File: config.mk
export PLATFORM = sky130hd
export DESIGN_NAME = kdl_ctrl
export DESIGN_NICKNAME = d
export VERILOG_FILES = /design/src/hw/rtl/kdl_pkg.sv /design/src/hw/rtl/kdl_ctrl.sv
export VERILOG_INCLUDE_DIRS = /design/src /design/src/hw/rtl
export SDC_FILE = /design/constraint.sdc
export NUM_CORES = 1
export LEC_CHECK = 0
export BUFFER_PORTS_ARGS = -buffer_cell sky130_fd_sc_hd__buf_2
export CAP_MARGIN = 10
export CORE_AREA = 4 4 41 43
export CTS_BUF_LIST = sky130_fd_sc_hd__clkbuf_16
export DETAILED_ROUTE_END_ITERATION = 8
export DIE_AREA = 0 0 45 47
export HOLD_SLACK_MARGIN = 0.1
export PLACE_DENSITY_LB_ADDON = 0.15
export REMOVE_ABC_BUFFERS = 1
export SETUP_SLACK_MARGIN = 0.3
export SLEW_MARGIN = 10
export SYNTH_ARGS = -nofsm -noshare
export SYNTH_HDL_FRONTEND = slang
export SYNTH_SLANG_ARGS = --single-unit
File: constraint.sdc
create_clock -name clk -period 1.4 [get_ports clk]
set_input_delay 0.28 -clock clk [delete_from_list [all_inputs] [get_ports clk]]
set_output_delay 0.28 -clock clk [all_outputs]
set_load 0.005 [all_outputs]
File: src/hw/rtl/assert_macros.svh
// assertion macros shared by the keyed list rtl
// expects a clock named clk and an active-low reset named arst_n in scope
`ifndef ASSERT_MACROS_SVH
`define ASSERT_MACROS_SVH

// property must hold at every clock edge outside reset
`define KDL_ASSERT(lbl, prop, msg) \
	lbl: assert property (@(posedge clk) disable iff (!arst_n) prop) else $error(msg);

// expression must never be true outside reset
`define KDL_ASSERT_NEVER(lbl, expr, msg) \
	lbl: assert property (@(posedge clk) disable iff (!arst_n) !(expr)) else $error(msg);

`endif

File: src/hw/rtl/kdl_pkg.sv
// shared types and constants of the keyed doubly linked list
// used by kdl_ctrl, kdl_dp and the top level; depends on nothing
`default_nettype none

package kdl_pkg;

	localparam int KEY_W     = 10;
	localparam int KEY_SPACE = 1 << KEY_W;
	localparam int CNT_W     = KEY_W;
	localparam int ACT_W     = 3;
	localparam int STAT_W    = 2;

	typedef logic [KEY_W-1:0]  key_t;
	typedef logic [CNT_W-1:0]  cnt_t;
	typedef logic [ACT_W-1:0]  act_t;
	typedef logic [STAT_W-1:0] stat_code_t;

	// action codes
	localparam act_t ACT_APPEND    = 3'd0;
	localparam act_t ACT_INS_LEFT  = 3'd1;
	localparam act_t ACT_INS_RIGHT = 3'd2;
	localparam act_t ACT_DELETE    = 3'd3;
	localparam act_t ACT_READ      = 3'd4;

	// status codes
	localparam stat_code_t ST_OK          = 2'd0;
	localparam stat_code_t ST_ANCHOR_ABS  = 2'd1;
	localparam stat_code_t ST_NEW_PRESENT = 2'd2;
	localparam stat_code_t ST_TARGET_ABS  = 2'd3;

	// controller states
	typedef enum logic [2:0] {
		S_CLEAR,
		S_IDLE,
		S_RD1,
		S_RD2,
		S_EVAL,
		S_WR1,
		S_WR2,
		S_RESP
	} state_t;

	// commands from controller to datapath
	typedef struct packed {
		logic capture;
		logic clr_wr;
		logic rd_key;
		logic rd_nk;
		logic eval;
		logic wr1;
		logic wr2;
		logic load_out;
	} cmd_t;

	// status from datapath to controller
	typedef struct packed {
		logic clr_done;
		logic do_insert;
		logic do_delete;
	} dp_stat_t;

endpackage

`default_nettype wire

File: src/hw/rtl/kdl_ctrl.sv
// controller state machine of the keyed doubly linked list
// depends on kdl_pkg and assert_macros.svh
`default_nettype none
`include "assert_macros.svh"

module kdl_ctrl (
	input  wire logic              clk,
	input  wire logic              arst_n,
	input  wire logic              in_tvalid,
	output logic                   in_tready,
	output logic                   out_tvalid,
	input  wire logic              out_tready,
	input  wire kdl_pkg::dp_stat_t stat,
	output kdl_pkg::cmd_t          cmd
);

	kdl_pkg::state_t state_q, state_d;
	logic out_valid_q;

	// state register
	always_ff @(posedge clk or negedge arst_n) begin
		if (!arst_n) begin
			state_q <= kdl_pkg::S_CLEAR;
		end else begin
			state_q <= state_d;
		end
	end

	// next state and commands
	always_comb begin
		state_d   = state_q;
		cmd       = '0;
		in_tready = 1'b0;
		case (state_q)
			kdl_pkg::S_CLEAR: begin
				cmd.clr_wr = 1'b1;
				if (stat.clr_done) begin
					state_d = kdl_pkg::S_IDLE;
				end
			end
			kdl_pkg::S_IDLE: begin
				in_tready = 1'b1;
				if (in_tvalid) begin
					cmd.capture = 1'b1;
					state_d     = kdl_pkg::S_RD1;
				end
			end
			kdl_pkg::S_RD1: begin
				cmd.rd_key = 1'b1;
				state_d    = kdl_pkg::S_RD2;
			end
			kdl_pkg::S_RD2: begin
				cmd.rd_nk = 1'b1;
				state_d   = kdl_pkg::S_EVAL;
			end
			kdl_pkg::S_EVAL: begin
				cmd.eval = 1'b1;
				if (stat.do_insert) begin
					state_d = kdl_pkg::S_WR1;
				end else if (stat.do_delete) begin
					state_d = kdl_pkg::S_WR2;
				end else begin
					state_d = kdl_pkg::S_RESP;
				end
			end
			kdl_pkg::S_WR1: begin
				cmd.wr1 = 1'b1;
				state_d = kdl_pkg::S_WR2;
			end
			kdl_pkg::S_WR2: begin
				cmd.wr2 = 1'b1;
				state_d = kdl_pkg::S_RESP;
			end
			kdl_pkg::S_RESP: begin
				if (!out_valid_q || out_tready) begin
					cmd.load_out = 1'b1;
					state_d      = kdl_pkg::S_IDLE;
				end
			end
			default: begin
				state_d = kdl_pkg::S_IDLE;
			end
		endcase
	end

	// result slot valid
	always_ff @(posedge clk or negedge arst_n) begin
		if (!arst_n) begin
			out_valid_q <= 1'b0;
		end else if (cmd.load_out) begin
			out_valid_q <= 1'b1;
		end else if (out_tready) begin
			out_valid_q <= 1'b0;
		end
	end

	assign out_tvalid = out_valid_q;

	`KDL_ASSERT_NEVER(a_cmd_onehot, !$onehot0(cmd), "more than one datapath command at once")
	`KDL_ASSERT(a_load_free, cmd.load_out |-> (!out_valid_q || out_tready), "result slot overwritten")
	`KDL_ASSERT_NEVER(a_no_dual_op, cmd.eval && stat.do_insert && stat.do_delete, "insert and delete both chosen")

endmodule

`default_nettype wire

==> impl_results.md <==
- Outcome: complete, but fails checks
- Failing checks: setup timing
- Area grow syn2layout: 98.2%
- Number of global-route vias before repair: 255
- Core ar.: 1300 um^2
- Main synth FF type: dfrtp_1
- Crit start category: flop
- Slew HR: 0.835
- Post-synthesis cell area: 283 um^2
- Period utilization: 1.01
- DP Wirelength: 524 um
- Netlist cell types: 20
- Max Cap Viol: 0
- Crit end category: output port
- Dpl cells: 64
- DR iter-0 viols: 2
- EDFF count, synth: 0
- Via/cell ratio: 4.32
- Area of the multi-input gates: 184 um^2
- Most frequent cells in the layout: 16 x buf_2, 6 x buf_4, 4 x nor2_1, 4 x buf_6, 3 x clkbuf_16
- Drt wl/cell: 9.68 um
- First-pass GRT wire length: 1020 um
- Die Wd: 45 um
- GP Congestion: 0.708
- Max-slew violations: 0
- Warnings, synthesis: 0
- Endpoints failing setup: 1
- Leading cell type in the layout, fill and taps excluded: buf_2
- Share of layout cells above drive strength 1: 0.633
- R2R Path End: state_q[0]$_DFFE_PN0P_
- Initial antenna violation count: 0
- Total GRT Usage: 0.0690
- Ant. Diodes: 0
- Start of the worst register-to-register path: state_q[2]$_DFFE_PN0P_
- Largest net degree at the start of global routing: 12
- I/O pins: 17
- Setup TNS: -0.0207 ns
- Post-route ant nets: 0
- Crit-path max FO: 3
- Die height: 47 um
- Worst setup margin: -0.0207 ns
- Post-synthesis sequential area ratio: 0.354
- Reg clk slew, reported paths: 0.03 ns
- Min Tclk post-route: 1.42 ns
- CTS tree: built
- CTS sink cnt: 4
- Row count: 13
- Setup CP Type: flop to output port
- Net count, final: 69
- Final wirelength: 726 um
- Final hold vios: 0
- Hold Path End: state_q[1]$_DFFE_PN0P_
- CP arrival: 1.14 ns
- Fmax achieved: 704 MHz
- Min-Delay Path Class: primary input to flop
- Worst-Skew Late Latency: 0.22 ns
- R2r setup slk: 0.23 ns
- Worst-margin pin slew: 0.247 ns
- Initial Utilization: 0.217
- First-pass iteration count of the detailed router: 3
- Worst vdd ir: 0.794 mV
- Number of fillers in the final layout: 134
- Cell area power density: 2570 nW/um^2
- Synth async-reset ratio: 1.00
- Leak Pwr: 0.287 nW
- Die ar.: 2120 um^2
- Post-Layout Cell Count: 75
- Register area: 103 um^2
- Syn Inst Count: 33
- Syn avg cell area: 8.57 um^2
- I/O Buffers: 16
- Unrepaired setup endpoints after global routing: true
- #FFs+latches synth: 4
- Clk_skew: 0.00331 ns
- Hold Crit Depth: 3
- Via count: 324
- H-tree depth: 1
- Root Buffer: clkbuf_16
- Hold_sp: in_tvalid
- # DRC: 0
- R2R depth: 4
- Clock buffer depth: 2
- CTS buffer count: 3
- GR Overflow Total: 0
- Worst EP required: 1.12 ns
## report_power, final
group	switching, mW	internal (mW)	total (mW)
clock network	0.0716	0.364	0.436
logic	0.303	0.451	0.754
registers	0.0712	0.181	0.253
## worst max path at each step
stage                     endpoint  slack, ns                   start
final                       cmd[7]      -0.02  state_q[0]$_DFFE_PN0P_
after global routing        cmd[7]      -0.08  state_q[1]$_DFFE_PN0P_
after CTS                   cmd[7]     -0.006  state_q[0]$_DFFE_PN0P_
after detailed placement    cmd[7]        0.1  state_q[1]$_DFFE_PN0P_
after global placement      cmd[7]       0.11  state_q[1]$_DFFE_PN0P_
after floorplan             cmd[7]       0.17  state_q[0]$_DFFE_PN0P_
## logic make-up (layout without fill, tap and decap cells)
logic type | count (synthesis) | after routing | share of synthesized area
and+or+nand+nor | 21 | 21 | 0.451
DFF | 4 | 4 | 0.354
AOI/OAI and AO/OA | 5 | 5 | 0.124
buffers and inverters | 3 | 30 | 0.0708
## per-layer routing
layer  wire (um)  part of all wire  GRT usage
met1         313              0.43     0.0806
met3          73              0.10     0.0345
met2         339              0.47      0.113
met5           0                 0          0
met4           0                 0     0.0175
## cell usage after synthesis (all sizes together), types with 2 or more instances
cell type	count	area, um^2
nor2b	2	20.0
nand3	2	10.0
nand2b	2	12.5
and2	2	12.5
nor3b	2	15.0
dfrtp	4	100
buf	3	20.0
and2b	2	15.0
nor2	6	25.0
## state kept, by name, indices dropped and copies added, names as in the netlist
name        count
out_tvalid      1
state_q         3
## stage by stage
stage	instance area (um^2)	setup WS, ns	total power, mW	util	hold slack (ns)
floorplan	263	0.171	0.533	-	-0.0156
global placement	384	0.106	0.774	0.295	0.0892
detailed placement	384	0.0984	0.766	0.295	0.0858
CTS	531	-0.00576	1.37	0.408	0.360
global route	561	-0.0817	1.54	0.431	0.357
finish	561	-0.0207	1.44	0.431	0.331
## timing repair
action	4_1_cts	5_1_grt
pin swaps	1	4
gates resized for setup	7	5
hold buffers	1	0
buffers inserted	5	2
hold endpoints to repair	4	0
setup endpoints to repair	10	11
## worst max-delay path, cell delays in order (launching register included)
cell and delay [ns]:
dfrtp_1 0.38, nor2b_4 0.14, and2b_1 0.15, and2_1 0.13
buf_2 0.12
## layout make-up
cell class	instances	share of cell area
sequential	4	0.183
clock buffer	3	0.134
timing repair buffer	27	0.321
tap	15	0.0335
multi-input combinational	26	0.328
Power figures use the tool's default switching activity.
